[config.mk]
export PLATFORM = sky130hd
export DESIGN_NAME = tbrf_ptr_unit
export DESIGN_NICKNAME = d
export VERILOG_FILES = /design/src/rtl/tbrf_pkg.sv /design/src/rtl/tbrf_ptr_unit.sv
export SDC_FILE = /design/constraint.sdc
export NUM_CORES = 1
export LEC_CHECK = 0
export ABC_AREA = 1
export BUFFER_PORTS_ARGS = -buffer_cell sky130_fd_sc_hd__buf_2
export CORE_AREA = 2 2 39 41
export DETAILED_ROUTE_END_ITERATION = 8
export DIE_AREA = 0 0 41 43
export PLACE_DENSITY = 0.61
export SETUP_SLACK_MARGIN = 0.05
export SLEW_MARGIN = 0
export SYNTH_ARGS = -nofsm -noshare
export SYNTH_HDL_FRONTEND = slang
export SYNTH_SLANG_ARGS = --single-unit
[constraint.sdc]
create_clock -name vclk -period 1.2
set_input_delay 0.18 -clock vclk [all_inputs]
set_output_delay 0.18 -clock vclk [all_outputs]
set_load 0.05 [all_outputs]
[src/rtl/tbrf_pkg.sv]
`timescale 1ns / 1ps
// tbrf_pkg: shared constants for the timestamped byte ring fifo
// command and status codes, field widths and parameter defaults
// no dependencies

package tbrf_pkg;

  // parameter defaults
  localparam int DEPTH_DEF    = 4096;
  localparam int MAX_PULL_DEF = 64;

  // payload field widths
  localparam int CMD_W  = 2;
  localparam int BYTE_W = 8;
  localparam int TS_W   = 32;
  localparam int LEN_W  = 7;
  localparam int STAT_W = 3;
  localparam int FILL_W = 13;

  // command codes
  localparam logic [CMD_W-1:0] CMD_PUSH = 2'd0;
  localparam logic [CMD_W-1:0] CMD_PULL = 2'd1;
  localparam logic [CMD_W-1:0] CMD_END  = 2'd2;

  // result status codes
  localparam logic [STAT_W-1:0] ST_ACCEPTED = 3'd0;
  localparam logic [STAT_W-1:0] ST_FULL     = 3'd1;
  localparam logic [STAT_W-1:0] ST_ENDED    = 3'd2;
  localparam logic [STAT_W-1:0] ST_DATA     = 3'd3;
  localparam logic [STAT_W-1:0] ST_WAIT     = 3'd4;

endpackage

[src/rtl/tbrf_ptr_unit.sv]
`timescale 1ns / 1ps
// tbrf_ptr_unit: shared ring pointer incrementer with wrap at DEPTH
// serves the write pointer on pushes and the read pointer while streaming
// depends on tbrf_pkg for the default depth

module tbrf_ptr_unit #(
  parameter int DEPTH = tbrf_pkg::DEPTH_DEF,
  parameter int AW    = $clog2(DEPTH)
) (
  input  logic [AW-1:0] ptr,
  output logic [AW-1:0] ptr_adv
);

  // increment and wrap to zero past the last entry
  always_comb begin
    if (ptr == AW'(DEPTH - 1)) begin
      ptr_adv = '0;
    end else begin
      ptr_adv = ptr + AW'(1);
    end
  end

endmodule

==> flow_summary.ini <==
[status]
outcome = finished with violations
failed_checks = setup timing

[synthesis]
post-synth-top-count-cell = nand2_1
netlist.area_leader.share = 0.188
synthAdderAreaFrac = 0.0347
syn_avg_cell_area_um2 = 5.15
synth-simple-area-share = 0.694
yosys-top-cells-count = nand2_1, inv_1, nor2_1, nor2_2, nand2_2
synth_cell_types = 17
synthXorXnorAreaFrac = 0.0972
yosysWarnings = 0
synth_compound_gate_area_share = 0.0278
syn-num-nets = 83
synth_top_family_by_area = simple AND/OR/NAND/NOR gates
netlist_instances = 70
synth_area_leader_cell = nand2_1
syn_area_um2 = 360
ys_seq_area_frac = 0
synth.area.top_cells = nand2_1, inv_1, nor2_1, nor2_2, xor2_1
synthMuxAreaShare = 0

[sta]
whs_ps = 776
rsz0062_at_grt = true
max_freq_mhz = 791
worstMarginPinSlew_ps = 242
min_period_over_period = 1.05
fin_crit_ps = 1260
worst_slack_ps = -63.5
slew_violations = 0
hold_viol = 0
max_slew_margin = 0.838
fin_setup_tns_ps = -326
finalSetupViolCount = 9

[setup_path]
cp-startpoint = ptr[1]
cp_max_fo = 6
path_cells = buf_8 > ha_4 > nand2_4 > nor2_4 > nand3_4 > o21ai_2 > nor2_4 > buf_4
cp_data_required_time_ps = 1020
worstPathArrival_ps = 1080
max_stage_delay_ps = 180
endpoint = ptr_adv[9]
cpMostUsedCell = nor2_4
slowest_stage = buf_4
startpoint_type = input port
endpoint_kind = output pin
worstSetupPathType = in -> out

[routing]
routedWlPerCell_um = 8.92
drt_iter0_drc = 4
top_layer_used = met3
wl_um = 1090
via_per_inst = 4.30
wl_met3_um = 74
drcViolationCount = 0
vias = 524
met1_length_um = 434
met2_length_um = 579
antenna_left = 0
firstDrtPassIters = 4

[die]
initial_utilization = 0.260
rows = 14
fp.dieArea_mm2 = 0.00176
die_w_um = 41
die-height_um = 43
core_area_mm2 = 0.00138
ios = 24

[place]
place.gp.congestion = 0.701
hpwl_um = 901
placed_area_um2 = 672
port_buffers = 24

[layout]
final_area_um2 = 827
drive_above_1_share = 0.651
nFillCells = 132
fin_nets = 121
regArea_um2 = 0
postLayoutCoreUtil = 0.598
clock_buffers = 0
flops_and_latches = 0
syn2layout_area_growth_pct = 130
diodes = 0

[global_routing]
grt_overflow = 0
antenna_found_initial = 0
first_global_vias = 501
grt_pass1_wl_um = 1880
grt_max_degree = 7
grt.total_usage = 0.142

[power]
p_per_area_mw_per_mm2 = 417
ir_drop_uv = 241
p_total_w = 0.000345
p_leak_nw = 0.420

[flow_run]
cap_violations = 0

[min_path]
hp-start = ptr[4]
min_path_type = in -> out

[clocking]
cts_hold_buf = 0
-- power breakdown --
group	internal, W	switching, W
sequential	0	0
combinational	0.000140	0.000205
clock	0	0
-- area by class of cell --
cell class	count	area, um^2	area share
timing repair buffer	36	304	0.368
tap	16	20.0	0.0242
multi-input combinational	56	444	0.537
inverter	14	58.8	0.0711
-- worst min path at each step --
| stage | endpoint | slack, ps | cells after the start |
|---|---|---|---|
| final | ptr_adv[4] | 780 | 4 |
| after global routing | ptr_adv[4] | 800 | 4 |
| after CTS | ptr_adv[4] | 770 | 4 |
| after detailed placement | ptr_adv[4] | 820 | 4 |
| after global placement | ptr_adv[4] | 810 | 4 |
| after floorplan | ptr_adv[10] | 580 | 2 |
-- metrics by stage --
step                std cells  setup slack, ps
finish                    122            -63.5
global route              122             -124
CTS                       122            -82.8
detailed placement        121             -233
global placement          121             -210
floorplan                  70             61.7
-- metal layers --
metal,vias to the layer above,global-route usage
met5,-,0
met4,0,0
met3,0,0.00524
met2,17,0.266
met1,224,0.178
li1,283,-
-- placed cells by master (no fill, tap or decap), drive strengths merged --
master	instances
nand3b	1
nand2	22
clkbuf	2
o21ai	1
ha	1
xnor2	1
inv	13
buf	34
clkinvlp	1
nor3	1
nand4	1
nor2	19
a21oi	1
nand3	5
xor2	3
-- critical path: cells and delay by family --
kind	cells	cell delay, ps
compound gates	1	120
fa+ha+maj	1	140
buf+inv	2	260
simple gates	4	380
-- kinds of logic after synthesis --
kind of cell | Yosys count
and+or+nand+nor | 49
buffers and inverters | 14
xor gates and xnor gates | 4
AOI/OAI and AO/OA | 2
adders and majority gates | 1
-- what timing repair did --
item,4_1_cts,5_1_grt
resized for setup,37,5
setup buffers,1,0
pin swaps,9,3
endpoints found under the setup margin,12,12
Power figures use the tool's default switching activity.
